$ cat src/rtl/doh_pkg.sv
// Package with phase codes, status codes and character helpers for the DoH parser.
`default_nettype none
package doh_pkg;

  typedef enum logic [4:0] {
    PH_VERSION    = 5'd0,
    PH_STATUS     = 5'd1,
    PH_HEADER     = 5'd2,
    PH_CONTENT    = 5'd3,
    PH_TYPE_NAME  = 5'd4,
    PH_LEN_NAME   = 5'd5,
    PH_TYPE_VALUE = 5'd6,
    PH_DNS_HEAD   = 5'd7,
    PH_QUERY      = 5'd8,
    PH_FIXED      = 5'd9,
    PH_SKIP       = 5'd10,
    PH_RDATA      = 5'd11,
    PH_DONE       = 5'd12,
    PH_ERROR      = 5'd16
  } phase_t;

  localparam logic [2:0] ST_BUSY    = 3'd0;
  localparam logic [2:0] ST_DONE    = 3'd1;
  localparam logic [2:0] ST_VERSION = 3'd2;
  localparam logic [2:0] ST_CODE    = 3'd3;
  localparam logic [2:0] ST_HEADER  = 3'd4;
  localparam logic [2:0] ST_TYPE    = 3'd5;
  localparam logic [2:0] ST_LENGTH  = 3'd6;
  localparam logic [2:0] ST_QUERY   = 3'd7;

  localparam logic [15:0] TYPE_A    = 16'd1;
  localparam logic [15:0] TYPE_AAAA = 16'd28;

  typedef struct packed {
    logic [7:0]  data_byte;
    logic        first;
  } in_item_t;

  typedef struct packed {
    logic [2:0]  status;
    logic        rdata_valid;
    logic [7:0]  rdata_byte;
    logic        rdata_last;
    logic [15:0] answer_index;
    logic [15:0] answer_type;
    logic [15:0] content_length;
  } out_item_t;

  function automatic logic [7:0] lower_of(input logic [7:0] c);
    lower_of = (c >= 8'h41 && c <= 8'h5A) ? c + 8'd32 : c;
  endfunction

  function automatic logic [7:0] tx_http(input logic [4:0] i);
    case (i)
      5'd0: tx_http = "H";
      5'd1: tx_http = "T";
      5'd2: tx_http = "T";
      5'd3: tx_http = "P";
      default: tx_http = 8'h00;
    endcase
  endfunction

  function automatic logic [7:0] tx_code(input logic [4:0] i);
    case (i)
      5'd0: tx_code = "2";
      5'd1: tx_code = "0";
      5'd2: tx_code = "0";
      default: tx_code = 8'h00;
    endcase
  endfunction

  function automatic logic [7:0] tx_content(input logic [4:0] i);
    case (i)
      5'd0: tx_content = 8'h0D;
      5'd1: tx_content = 8'h0A;
      5'd2: tx_content = "C";
      5'd3: tx_content = "O";
      5'd4: tx_content = "N";
      5'd5: tx_content = "T";
      5'd6: tx_content = "E";
      5'd7: tx_content = "N";
      5'd8: tx_content = "T";
      5'd9: tx_content = "-";
      default: tx_content = 8'h00;
    endcase
  endfunction

  function automatic logic [7:0] tx_type(input logic [4:0] i);
    case (i)
      5'd0: tx_type = "T";
      5'd1: tx_type = "Y";
      5'd2: tx_type = "P";
      5'd3: tx_type = "E";
      5'd4: tx_type = ":";
      default: tx_type = 8'h00;
    endcase
  endfunction

  function automatic logic [7:0] tx_len(input logic [4:0] i);
    case (i)
      5'd0: tx_len = "L";
      5'd1: tx_len = "E";
      5'd2: tx_len = "N";
      5'd3: tx_len = "G";
      5'd4: tx_len = "T";
      5'd5: tx_len = "H";
      5'd6: tx_len = ":";
      default: tx_len = 8'h00;
    endcase
  endfunction

  function automatic logic [7:0] tx_msg(input logic [4:0] i);
    case (i)
      5'd0:  tx_msg = "a";
      5'd1:  tx_msg = "p";
      5'd2:  tx_msg = "p";
      5'd3:  tx_msg = "l";
      5'd4:  tx_msg = "i";
      5'd5:  tx_msg = "c";
      5'd6:  tx_msg = "a";
      5'd7:  tx_msg = "t";
      5'd8:  tx_msg = "i";
      5'd9:  tx_msg = "o";
      5'd10: tx_msg = "n";
      5'd11: tx_msg = "/";
      5'd12: tx_msg = "d";
      5'd13: tx_msg = "n";
      5'd14: tx_msg = "s";
      5'd15: tx_msg = "-";
      5'd16: tx_msg = "m";
      5'd17: tx_msg = "e";
      5'd18: tx_msg = "s";
      5'd19: tx_msg = "s";
      5'd20: tx_msg = "a";
      5'd21: tx_msg = "g";
      5'd22: tx_msg = "e";
      default: tx_msg = 8'h00;
    endcase
  endfunction

  function automatic logic [7:0] tx_end(input logic [2:0] i);
    case (i)
      3'd0: tx_end = 8'h0D;
      3'd1: tx_end = 8'h0A;
      3'd2: tx_end = 8'h0D;
      3'd3: tx_end = 8'h0A;
      default: tx_end = 8'h00;
    endcase
  endfunction

endpackage
`default_nettype wire

$ cat src/rtl/doh_stream_if.sv
// Valid/ready stream interface carrying one payload word.
`default_nettype none
interface doh_stream_if #(
  parameter int unsigned W = 8
) ();
  logic         valid;
  logic         ready;
  logic [W-1:0] payload;

  modport source (output valid, output payload, input ready);
  modport sink (input valid, input payload, output ready);
endinterface
`default_nettype wire

$ cat src/rtl/doh_parse_core.sv
// Per-byte parser state update and result formation.
`default_nettype none
module doh_parse_core
  import doh_pkg::*;
(
  input  wire logic        clk,
  input  wire logic        rst_n,
  input  wire logic        step,
  input  wire in_item_t    item,
  input  wire logic [15:0] query_length,
  output out_item_t        result
);

  phase_t      phase_r, phase_nxt;
  logic [4:0]  match_r, match_nxt;
  logic [2:0]  endc_r, endc_nxt;
  logic        type_seen_r, type_seen_nxt;
  logic [15:0] len_r, len_nxt;
  logic [15:0] qseen_r, qseen_nxt;
  logic [3:0]  ffp_r, ffp_nxt;
  logic [15:0] atot_r, atot_nxt;
  logic [15:0] adone_r, adone_nxt;
  logic [15:0] kept_r, kept_nxt;
  logic [15:0] rtype_r, rtype_nxt;
  logic [15:0] dlen_r, dlen_nxt;
  logic [15:0] dpos_r, dpos_nxt;

  always_comb begin
    phase_t      ph;
    logic [4:0]  mp;
    logic [2:0]  ec;
    logic        ts;
    logic [15:0] lv, qs, at, ad, ki, rt, dl, dp;
    logic [3:0]  fp;
    logic [7:0]  b;
    logic [19:0] lsum;
    logic        keep;
    logic [15:0] adinc;
    b  = item.data_byte;
    ph = phase_r; mp = match_r; ec = endc_r; ts = type_seen_r;
    lv = len_r; qs = qseen_r; fp = ffp_r; at = atot_r; ad = adone_r;
    ki = kept_r; rt = rtype_r; dl = dlen_r; dp = dpos_r;
    lsum = '0; keep = 1'b0;
    adinc = adone_r + 16'd1;
    result = '0;
    if (item.first) begin
      ph = PH_VERSION; mp = '0; ec = '0; ts = 1'b0; lv = '0; qs = '0; fp = '0;
      at = '0; ad = '0; ki = '0; rt = '0; dl = '0; dp = '0;
      adinc = 16'd1;
    end
    case (ph)
      PH_VERSION: begin
        if (mp >= 5'd4) begin
          if (b == " ") begin mp = '0; ph = PH_STATUS; end
        end else if (tx_http(mp) != b) ph = phase_t'(PH_ERROR + 5'(ST_VERSION));
        else mp = mp + 5'd1;
      end
      PH_STATUS: begin
        if (mp >= 5'd3) begin
          if (b == " ") begin mp = '0; ph = PH_HEADER; end
          else ph = phase_t'(PH_ERROR + 5'(ST_CODE));
        end else if (tx_code(mp) != b) ph = phase_t'(PH_ERROR + 5'(ST_CODE));
        else mp = mp + 5'd1;
      end
      PH_HEADER: begin
        if (mp < 5'd10 && lower_of(tx_content(mp)) == lower_of(b)) begin
          mp = mp + 5'd1;
          if (mp >= 5'd10) begin mp = '0; ph = PH_CONTENT; end
        end else mp = '0;
        if (ec < 3'd4 && tx_end(ec) == b) begin
          ec = ec + 3'd1;
          if (ec >= 3'd4) begin
            if (lv != 16'd0 && ts) begin
              ec = '0; fp = '0; qs = '0; ph = PH_DNS_HEAD;
            end else ph = phase_t'(PH_ERROR + 5'(ST_HEADER));
          end
        end else ec = '0;
      end
      PH_CONTENT: begin
        if (lower_of(b) == "t") begin ph = PH_TYPE_NAME; mp = 5'd1; end
        else if (lower_of(b) == "l") begin ph = PH_LEN_NAME; mp = 5'd1; end
        else begin ph = PH_HEADER; mp = '0; end
      end
      PH_TYPE_NAME: begin
        if (mp < 5'd5 && lower_of(tx_type(mp)) == lower_of(b)) begin
          mp = mp + 5'd1;
          if (mp >= 5'd5) begin mp = '0; ph = PH_TYPE_VALUE; end
        end else begin mp = '0; ph = PH_HEADER; end
      end
      PH_LEN_NAME: begin
        if (mp < 5'd7) begin
          if (lower_of(tx_len(mp)) != lower_of(b)) begin mp = '0; ph = PH_HEADER; end
          else mp = mp + 5'd1;
        end else if (b >= "0" && b <= "9") begin
          // Times ten as two shifts; the sum fits 20 bits before saturating.
          lsum = {1'b0, lv, 3'b0} + {3'b0, lv, 1'b0} + {12'd0, b - 8'h30};
          lv = (lsum > 20'hFFFF) ? 16'hFFFF : lsum[15:0];
        end else if (b == 8'h0D) begin
          ec = ec + 3'd1; mp = 5'd1; ph = PH_HEADER;
        end else if (b != " ") ph = phase_t'(PH_ERROR + 5'(ST_LENGTH));
      end
      PH_TYPE_VALUE: begin
        if (b != " " || (mp > 5'd0 && mp < 5'd23)) begin
          if (mp < 5'd23) begin
            if (b != tx_msg(mp)) ph = phase_t'(PH_ERROR + 5'(ST_TYPE));
            else mp = mp + 5'd1;
          end else if (b == 8'h0D) begin
            mp = 5'd1; ec = ec + 3'd1; ts = 1'b1; ph = PH_HEADER;
          end else ph = phase_t'(PH_ERROR + 5'(ST_TYPE));
        end
      end
      PH_DNS_HEAD: begin
        if (fp == 4'd6 || fp == 4'd7) at = {at[7:0], b};
        fp = fp + 4'd1;
        if (fp >= 4'd8) begin
          fp = '0;
          ph = (at == 16'd0) ? PH_DONE : PH_QUERY;
        end
        if (qs >= query_length) ph = phase_t'(PH_ERROR + 5'(ST_QUERY));
        else qs = qs + 16'd1;
      end
      PH_QUERY: begin
        qs = qs + 16'd1;
        if (qs >= query_length) begin
          ph = PH_FIXED; fp = '0; rt = '0; dl = '0;
        end
      end
      PH_FIXED: begin
        if (fp == 4'd2 || fp == 4'd3) rt = {rt[7:0], b};
        if (fp == 4'd10 || fp == 4'd11) dl = {dl[7:0], b};
        fp = fp + 4'd1;
        if (fp >= 4'd12) begin
          keep = (rt == TYPE_A) || (rt == TYPE_AAAA);
          fp = '0; dp = '0;
          if (dl == 16'd0) begin
            if (keep) ki = ki + 16'd1;
            ad = adinc;
            if (adinc >= at) ph = PH_DONE;
            else begin ph = PH_FIXED; rt = '0; dl = '0; end
          end else ph = keep ? PH_RDATA : PH_SKIP;
        end
      end
      PH_SKIP: begin
        dp = dp + 16'd1;
        if (dp >= dl) begin
          ad = adinc;
          if (adinc >= at) ph = PH_DONE;
          else begin ph = PH_FIXED; fp = '0; rt = '0; dl = '0; end
        end
      end
      PH_RDATA: begin
        result.rdata_valid  = 1'b1;
        result.rdata_byte   = b;
        result.answer_index = ki;
        result.answer_type  = rt;
        dp = dp + 16'd1;
        if (dp >= dl) begin
          result.rdata_last = 1'b1;
          ki = ki + 16'd1;
          ad = adinc;
          if (adinc >= at) ph = PH_DONE;
          else begin ph = PH_FIXED; fp = '0; rt = '0; dl = '0; end
        end
      end
      default: ;
    endcase
    if (ph[4]) result.status = ph[2:0];
    else if (ph == PH_DONE) result.status = ST_DONE;
    else result.status = ST_BUSY;
    result.content_length = lv;
    phase_nxt = ph; match_nxt = mp; endc_nxt = ec; type_seen_nxt = ts;
    len_nxt = lv; qseen_nxt = qs; ffp_nxt = fp; atot_nxt = at; adone_nxt = ad;
    kept_nxt = ki; rtype_nxt = rt; dlen_nxt = dl; dpos_nxt = dp;
  end

  always_ff @(posedge clk) begin
    if (!rst_n) begin
      phase_r <= PH_VERSION; match_r <= '0; endc_r <= '0; type_seen_r <= 1'b0;
      len_r <= '0; qseen_r <= '0; ffp_r <= '0; atot_r <= '0; adone_r <= '0;
      kept_r <= '0; rtype_r <= '0; dlen_r <= '0; dpos_r <= '0;
    end else if (step) begin
      phase_r <= phase_nxt; match_r <= match_nxt; endc_r <= endc_nxt;
      type_seen_r <= type_seen_nxt; len_r <= len_nxt; qseen_r <= qseen_nxt;
      ffp_r <= ffp_nxt; atot_r <= atot_nxt; adone_r <= adone_nxt;
      kept_r <= kept_nxt; rtype_r <= rtype_nxt; dlen_r <= dlen_nxt;
      dpos_r <= dpos_nxt;
    end
  end

endmodule
`default_nettype wire

$ cat src/rtl/doh_response_byte_parser_top.sv
// Top level of the DNS-over-HTTPS response byte parser.
// Channels: in (data_byte, first) carries response bytes, one per transfer;
// out carries one result per input byte (status, rdata fields, content_length);
// cfg writes the 16-bit query_length register; the user must write it only while
// the parser is idle, since the block itself does not enforce this. Each input
// byte is registered, processed by the parser core once the output register can
// take its result, and its result lands in a one-entry output register.
// Throughput is one byte per cycle while the receiver does not stall.
// The input register refills while the output register drains in the same
// cycle, so back-to-back bytes flow with no bubble.
// When the receiver stalls, the output register holds and the input register
// then holds its byte; in_ready falls only when both are full and blocked.
// Reset clears all parse state, the query_length register and both valid
// flags; a byte with first set restarts parsing at any time.
`default_nettype none
module doh_response_byte_parser_top
  import doh_pkg::*;
(
  input  wire logic clk,
  input  wire logic rst_n,
  doh_stream_if.sink   in_ch,
  doh_stream_if.source out_ch,
  doh_stream_if.sink   cfg_ch
);

  logic [15:0] query_length_r;
  in_item_t    in_r;
  logic        in_vld_r;
  out_item_t   out_r;
  logic        out_vld_r;
  out_item_t   core_res;
  logic        step;

  assign cfg_ch.ready = 1'b1;
  assign step         = in_vld_r && (!out_vld_r || out_ch.ready);
  assign in_ch.ready  = !in_vld_r || step;
  assign out_ch.valid   = out_vld_r;
  assign out_ch.payload = out_r;

  doh_parse_core u_core (
    .clk          (clk),
    .rst_n        (rst_n),
    .step         (step),
    .item         (in_r),
    .query_length (query_length_r),
    .result       (core_res)
  );

  always_ff @(posedge clk) begin
    if (!rst_n) begin
      query_length_r <= '0;
      in_vld_r       <= 1'b0;
      out_vld_r      <= 1'b0;
    end else begin
      if (cfg_ch.valid) query_length_r <= cfg_ch.payload[15:0];
      if (in_ch.valid && in_ch.ready) in_vld_r <= 1'b1;
      else if (step) in_vld_r <= 1'b0;
      if (step) out_vld_r <= 1'b1;
      else if (out_ch.ready) out_vld_r <= 1'b0;
    end
  end

  always_ff @(posedge clk) begin
    if (in_ch.valid && in_ch.ready) in_r <= in_item_t'(in_ch.payload);
    if (step) out_r <= core_res;
  end

endmodule
`default_nettype wire

$ cat src/flat_wrapper.sv
// flat-port wrapper written by rule: the top's interface ports become plain ports
module doh_response_byte_parser_top_flat import doh_pkg::*;
  (clk, rst_n, in_ch_valid, in_ch_payload, in_ch_ready, out_ch_valid, out_ch_payload, out_ch_ready, cfg_ch_valid, cfg_ch_payload, cfg_ch_ready);
  doh_stream_if #(.W(9)) in_ch_i ();
  doh_stream_if #(.W(61)) out_ch_i ();
  doh_stream_if #(.W(16)) cfg_ch_i ();
  input  wire logic clk;
  input  wire logic rst_n;
  input wire logic [$bits(in_ch_i.valid)-1:0] in_ch_valid;
  input wire logic [$bits(in_ch_i.payload)-1:0] in_ch_payload;
  output wire logic [$bits(in_ch_i.ready)-1:0] in_ch_ready;
  output wire logic [$bits(out_ch_i.valid)-1:0] out_ch_valid;
  output wire logic [$bits(out_ch_i.payload)-1:0] out_ch_payload;
  input wire logic [$bits(out_ch_i.ready)-1:0] out_ch_ready;
  input wire logic [$bits(cfg_ch_i.valid)-1:0] cfg_ch_valid;
  input wire logic [$bits(cfg_ch_i.payload)-1:0] cfg_ch_payload;
  output wire logic [$bits(cfg_ch_i.ready)-1:0] cfg_ch_ready;
  assign in_ch_i.valid = in_ch_valid;
  assign in_ch_i.payload = in_ch_payload;
  assign in_ch_ready = in_ch_i.ready;
  assign out_ch_valid = out_ch_i.valid;
  assign out_ch_payload = out_ch_i.payload;
  assign out_ch_i.ready = out_ch_ready;
  assign cfg_ch_i.valid = cfg_ch_valid;
  assign cfg_ch_i.payload = cfg_ch_payload;
  assign cfg_ch_ready = cfg_ch_i.ready;
  doh_response_byte_parser_top u_core (.clk(clk), .rst_n(rst_n), .in_ch(in_ch_i), .out_ch(out_ch_i), .cfg_ch(cfg_ch_i));
endmodule
$ cat config.mk
export PLATFORM = sky130hd
export DESIGN_NAME = doh_response_byte_parser_top_flat
export DESIGN_NICKNAME = d
export VERILOG_FILES = /design/src/rtl/doh_pkg.sv /design/src/rtl/doh_stream_if.sv /design/src/rtl/doh_parse_core.sv /design/src/rtl/doh_response_byte_parser_top.sv /design/src/flat_wrapper.sv
export SDC_FILE = /design/constraint.sdc
export NUM_CORES = 1
export LEC_CHECK = 0
export ABC_AREA = 1
export ABC_CLOCK_PERIOD_IN_PS = 6120
export BUFFER_PORTS_ARGS = -buffer_cell sky130_fd_sc_hd__buf_4
export CAP_MARGIN = 20
export CORE_UTILIZATION = 45
export CTS_BUF_LIST = sky130_fd_sc_hd__clkbuf_4
export CTS_CLUSTER_SIZE = 30
export DETAILED_ROUTE_END_ITERATION = 10
export HOLD_SLACK_MARGIN = 0.1
export SYNTH_ARGS = -nofsm -noshare
export SYNTH_HDL_FRONTEND = slang
export SYNTH_SLANG_ARGS = --single-unit
export TNS_END_PERCENT = 20
$ cat constraint.sdc
create_clock -name clk -period 6.12 [get_ports clk]
set_input_delay 1.224 -clock clk [delete_from_list [all_inputs] [get_ports clk]]
set_output_delay 1.224 -clock clk [all_outputs]
set_load 0.02 [all_outputs]
# Word level (Yosys, flattened, before mapping)
# Memories as Yosys holds them, arrays and structs flattened.
# Cells that the tools add are included.
dict set report classes {
  mux 160
  magnitude_cmp 28
  n_eq_ne 41
  n_addsub 14
  reduce_logical 33
}
# operator n
set ops {}
lappend ops {{$mux 16} 44}
lappend ops {{$mux 5} 46}
lappend ops {{$pmux 16 s3} 3}
lappend ops {{$mux 8} 17}
lappend ops {{$pmux 16 s2} 3}
lappend ops {{$add 16x1->16 const B} 4}
lappend ops {{$ge 16x16->1} 4}
lappend ops {{$pmux 5 s11} 1}
lappend ops {{$pmux 7 s7} 1}
lappend ops {{$mux 3} 14}
lappend ops {{$mux 42} 1}
lappend ops {{$mux 4} 9}
lappend ops {{$eq 5x3->1 const B} 7}
lappend ops {{$pmux 5 s7} 1}
lappend ops {{$pmux 7 s5} 1}
lappend ops {{$add 8x6->8 const B} 4}
lappend ops {{$ge 8x7->1 const B} 4}
lappend ops {{$le 8x7->1 const B} 4}
lappend ops {{$logic_not 16->1} 2}
lappend ops {{$ne 8x8->1} 4}
lappend ops {{$eq 5x4->1 const B} 5}
lappend ops {{$eq 8x8->1} 3}
lappend ops {{$pmux 7 s3} 1}
lappend ops {{$add 19x17->20} 1}
lappend ops {{44 further kinds} 92}
dict set report totals {
  word_cells 303
  romBits 336
  n_memories 2
  input_bits 30
  reg_bits 234
}
# memory depth width read_ports rd_clocked_by_memory_dff wr line
set memory_table {}
lappend memory_table {{(no name shown)} 32 7 1 0 0 doh_pkg.sv:113} ;# case (i)
lappend memory_table {{(no name shown)} 16 7 1 0 0 doh_pkg.sv:73} ;# case (i)

# Longest topological paths before layout
# An unclocked memory read counts as a cell.
dict set report logic_depth {
  word_depth 16
  ltp_mapped 33
}

# By module
# Synthesis repeated with hierarchy kept, for this count alone.
dict set report unflattened {
  hier_cells 2839
  area_unflattened_um2 18699.2
}
# mod cells_each n_inst area_each_um2
set modules_own_cells {}
lappend modules_own_cells {doh_parse_core 2686 1 15951.5}
lappend modules_own_cells {doh_response_byte_parser_top 153 1 2747.6}

# Worst setup path before layout
# OpenSTA, ideal clock, no wires.
dict set report synth_timing {
  kind {flip-flop to flip-flop}
  start {reg u_core.in_r[0] (netlist name)}
  end {reg u_core.u_core.adone_r[5]}
  arrival_time_ns 4.688
  stages_incl_launch_ff 32
  n_path_buf 9
  slack_ns 1.316
  setup_time_ns 0.116
  required_ns 6.004
  period_less_slack_ns 4.804
  path_cell_list {edfxtp_1 buf_6 buf_6 buf_2 buf_2 buf_2 buf_2 clkbuf_1 nor2_1 ha_1 nand2_1 nor2_2 inv_2 nor2_2 nand3_1 nor3_1 nand3_1 nor3_2 xor2_1 inv_1 ha_1 nand4_1 nor3_1 nand3_1 nand3_1 clkbuf_1 clkbuf_1 a21oi_1 o21ai_0 o2111ai_1 o211ai_1 inv_1}
}
dict set report synth_between {
  elab_chain_cells 9
  elab_cells_between_ends 24
}
# element line
set synth_lines {}
lappend synth_lines {{start, declared} doh_response_byte_parser_top.sv:27} ;# in_item_t in_r;
lappend synth_lines {{start signal, assigned} doh_response_byte_parser_top.sv:64} ;# if (in_ch.valid && in_ch.ready) in_r <= in_item_t'(in_ch.payload);
lappend synth_lines {{parallel branches: the longest is 8 deep, another holds $add 16x1->16} -}
lappend synth_lines {{$pmux 16 s2 (*)} doh_parse_core.sv:51} ;# case (ph)
lappend synth_lines {{end signal, assigned} doh_parse_core.sv:184} ;# ffp_r <= ffp_nxt; atot_r <= atot_nxt; adone_r <= adone_nxt;
lappend synth_lines {{end, declared} doh_parse_core.sv:22} ;# logic [15:0] adone_r, adone_nxt;
# Every way passes the cells marked *. The select of a mux whose other input is x is not followed.
# A chain may end at the register's enable or synchronous reset.

# Worst setup path in the final report
dict set report layout_timing {
  start {reg u_core.in_r[0] (netlist name)}
  end {reg u_core.u_core.ffp_r[3]}
}
dict set report layout_between {
  elab_chain_cells 9
  elab_cells_between_ends 49
}
# element line
set layout_lines {}
lappend layout_lines {{parallel branches: the longest is 8 deep, another holds $add 16x1->16} -}
lappend layout_lines {{$pmux 4 s5 (*)} doh_parse_core.sv:51}
lappend layout_lines {{end signal, assigned} doh_parse_core.sv:184}
lappend layout_lines {{end, declared} doh_parse_core.sv:20} ;# logic [3:0] ffp_r, ffp_nxt;
# Marked as above.

==> results.json <==
{
  "port-buffer-count": 92,
  "die_x_um": 207,
  "comb_power_share_pct": 20.7,
  "fin_crit_sh_pct": 86.0,
  "finalHoldViolations": 0,
  "path_class": "flop to flop",
  "root_buffer": "clkbuf_4",
  "start_util_pct": 46.0,
  "drv_slew": 0,
  "core_mm2": 0.0411,
  "netlist_area_mm2": 0.0189,
  "synth_top_area_share_pct": 17.4,
  "synth.avg_cell_area_um2": 6.57,
  "peakVddDrop_v": 0.000104,
  "yosysWarnings": 0,
  "failed_checks": "DRC",
  "report.final.setup_viol": 0,
  "max_freq_ghz": 0.190,
  "cts_made_buffers": 70,
  "min_path_cells": 2,
  "place_congestion": 0.985,
  "drc_errors": 1,
  "die_y_um": 207,
  "post-route-util_pct": 50.3,
  "dpl.hpwl_um": 41500,
  "ys_async_sr_fraction_pct": 0,
  "cts_resized": 0,
  "power_density_mw_per_mm2": 200,
  "cts_sinks": 234,
  "drt-initial-drc-count": 1384,
  "cp-start-kind": "flop",
  "finalNetCount": 3077,
  "leakage_nw": 9.68,
  "pwr-share-seq_pct": 42.1,
  "placed_area_mm2": 0.0198,
  "drt-pass1-iter-count": 11,
  "hold_slack_ns": 0.464,
  "cp_max_fo": 54,
  "switching_share_pct": 33.0,
  "rsz0062_at_grt": "no",
  "antenna_found_initial": 2,
  "clockBufferDepth": 3,
  "ys.flop_type": "dfxtp_1",
  "num_io_pins": 94,
  "final_area_mm2": 0.0207,
  "grt_usage_pct": 27.8,
  "vias": 19657,
  "yosysMostFrequentCell": "nand2_1",
  "hold_class": "flop to flop",
  "synth_fp_nets": 3026,
  "ff2ff_path_depth": 26,
  "ys_seq_area_share_pct": 28.5,
  "crit_required_ns": 6.74,
  "synth_cell_types": 58,
  "final_layout_size_suffix_gt1_share_pct": 11.2,
  "clock_power_share_pct": 37.2,
  "cp.arrival_ns": 5.88,
  "grt_pass1_wl_um": 94700,
  "critPathCaptureType": "flop",
  "ys_ff_latch": 234,
  "overflow": 0,
  "p_int_w": 0.00277,
  "worstSkewPairLatency_ns": 0.79,
  "cts_tree": "done",
  "yosys.area.top_type": "dfxtp_1",
  "wl_um": 59500,
  "synthCells": 2878,
  "p_sw_w": 0.00136,
  "totalNegativeSetupSlack_ns": 0,
  "syn_to_final_growth_pct": 9.44,
  "h-tree-depth": 3,
  "dieArea_mm2": 0.0428,
  "maxCapViolations": 0,
  "grt_max_degree": 175,
  "fin_skew_ns": 0.0410,
  "synth-edff-count": 70,
  "post-cts-setup-buffer-count": 0,
  "rows": 74,
  "relSlewSlack_pct": 28.0,
  "ys_top_cells_by_count": "nand2_1 (613), inv_1 (391), nor2_1 (309), a21oi_1 (256), o21ai_0 (190)",
  "ctsHoldBuffers": 0,
  "grt_pass1_vias": 18527,
  "ant_nets": 0,
  "clk_pin_slew_worst_paths_ns": 0.06,
  "vias_per_cell": 5.60,
  "avgRoutedWirePerCell_um": 17.0,
  "synth.area.top_cells": "dfxtp_1 (17%), nand2_1 (12%), edfxtp_1 (11%), inv_1 (7.8%), ha_1 (7.4%)",
  "layout_min_cycle_time_ns": 5.27,
  "worstMarginPinSlew_ns": 1.08,
  "status": "finished with violations"
}
-- metrics by stage --
stage / total power, W / cells / setup WS, ns
4_1_cts: 0.00418 / 3505 / 0.902
3_5_place_dp: 0.00261 / 3389 / 1.03
6_report: 0.00413 / 3508 / 0.855
3_3_place_gp: 0.00260 / 3389 / 1.11
5_1_grt: 0.00437 / 3508 / 0.505
2_1_floorplan: 0.00237 / 2878 / 1.32
-- worst paths after layout --
kind                                              start  slack [ns]                                    end
hold reg to reg   u_core.u_core.rtype_r[4]$_SDFFE_PN0P_        0.46  u_core.u_core.rtype_r[4]$_SDFFE_PN0P_
hold / removal    u_core.u_core.rtype_r[4]$_SDFFE_PN0P_        0.46  u_core.u_core.rtype_r[4]$_SDFFE_PN0P_
setup / recovery               u_core.in_r[0]$_DFFE_PP_        0.85    u_core.u_core.ffp_r[3]$_SDFFE_PN0P_
setup reg to reg               u_core.in_r[0]$_DFFE_PP_        0.85    u_core.u_core.ffp_r[3]$_SDFFE_PN0P_
-- cells in the final DEF (no fill, tap or decap), drive strengths merged, types with 11 or more instances in the layout --
master,netlist,routed
nand4,47,47
edfxtp,70,70
dfxtp,164,164
ha,112,112
nor3,41,41
inv,418,419
a221oi,19,19
o2111ai,22,22
clkinv,3,17
buf,51,115
o211ai,83,83
o21ai,226,226
nand3,170,170
xor2,42,42
nand2,628,628
clkbuf,85,99
o22ai,12,12
a21oi,258,258
o221ai,15,15
o221a,11,11
nor2,333,333
-- cell families after synthesis --
kind of cell	Yosys count	share of synthesized area [%]
buf+inv	557	11.8
xor+xnor	47	2.18
compound gates	679	21.2
fa+ha+maj	118	8.05
other cells	1	0.0198
simple gates	1242	28.2
flops	234	28.5
-- power groups by stage --
stage                     clock (W)  sequential, W  combinational [W]
after floorplan                   0        0.00177           0.000595
after global placement            0        0.00177           0.000829
after detailed placement          0        0.00177           0.000843
after CTS                   0.00160        0.00174           0.000846
after global routing        0.00166        0.00175           0.000954
final                       0.00154        0.00174           0.000853
-- cell type report --
cell class / instances / area, um2
clock inverter: 17 / 120
clock buffer: 99 / 743
fill: 4240 / 20400
antenna: 3 / 7.51
inverter: 421 / 1600
timing repair buffer: 115 / 876
tap: 532 / 666
multi-input combinational: 2087 / 11300
sequential: 234 / 5390
-- routing by layer --
metal,part of all wire (%),up-vias,track usage (%)
met1,45,9072,36.3
met5,0,-,0
met3,6.8,134,5.51
li1,-,9786,-
met2,45,665,45.3
met4,2.7,0,10.2
-- sequential cells by signal (all words and copies together) (netlist names), 3 cells and up --
signal and flops:
u_core.query_length_r 16, u_core.u_core.kept_r 16, u_core.u_core.dlen_r 16, u_core.in_r 9, u_core.u_core.atot_r 16, u_core.u_core.match_r 5, u_core.u_core.dpos_r 16, u_core.u_core.len_r 16
u_core.u_core.ffp_r 4, u_core.u_core.adone_r 16, u_core.u_core.rtype_r 16, u_core.u_core.phase_r 5, u_core.u_core.endc_r 3, u_core.u_core.qseen_r 16, u_core.out_ch.payload 61
-- worst max-delay path, cell delays in order, from the launching register on --
cell and delay [ns]:
edfxtp_1 0.51, buf_12 0.27, nor2_1 0.26, ha_1 0.25, nand2_1 0.08, nor2_2 0.14
inv_2 0.05, nor2_2 0.13, nand3_1 0.13, nor3_1 0.15, nand3_1 0.13, nor3_2 0.14
xor2_1 0.19, inv_1 0.07, ha_1 0.30, nand4_1 0.12, nor3_1 0.21, nand3_1 0.13
nand3_1 0.40, nand2_1 0.21, a21oi_2 0.46, buf_4 0.35, nand2_1 0.08, nand2_1 0.07
o211ai_1 0.08, nand2_1 0.07, a21oi_1 0.08
Note: power is estimated with default switching activity, not from simulation.
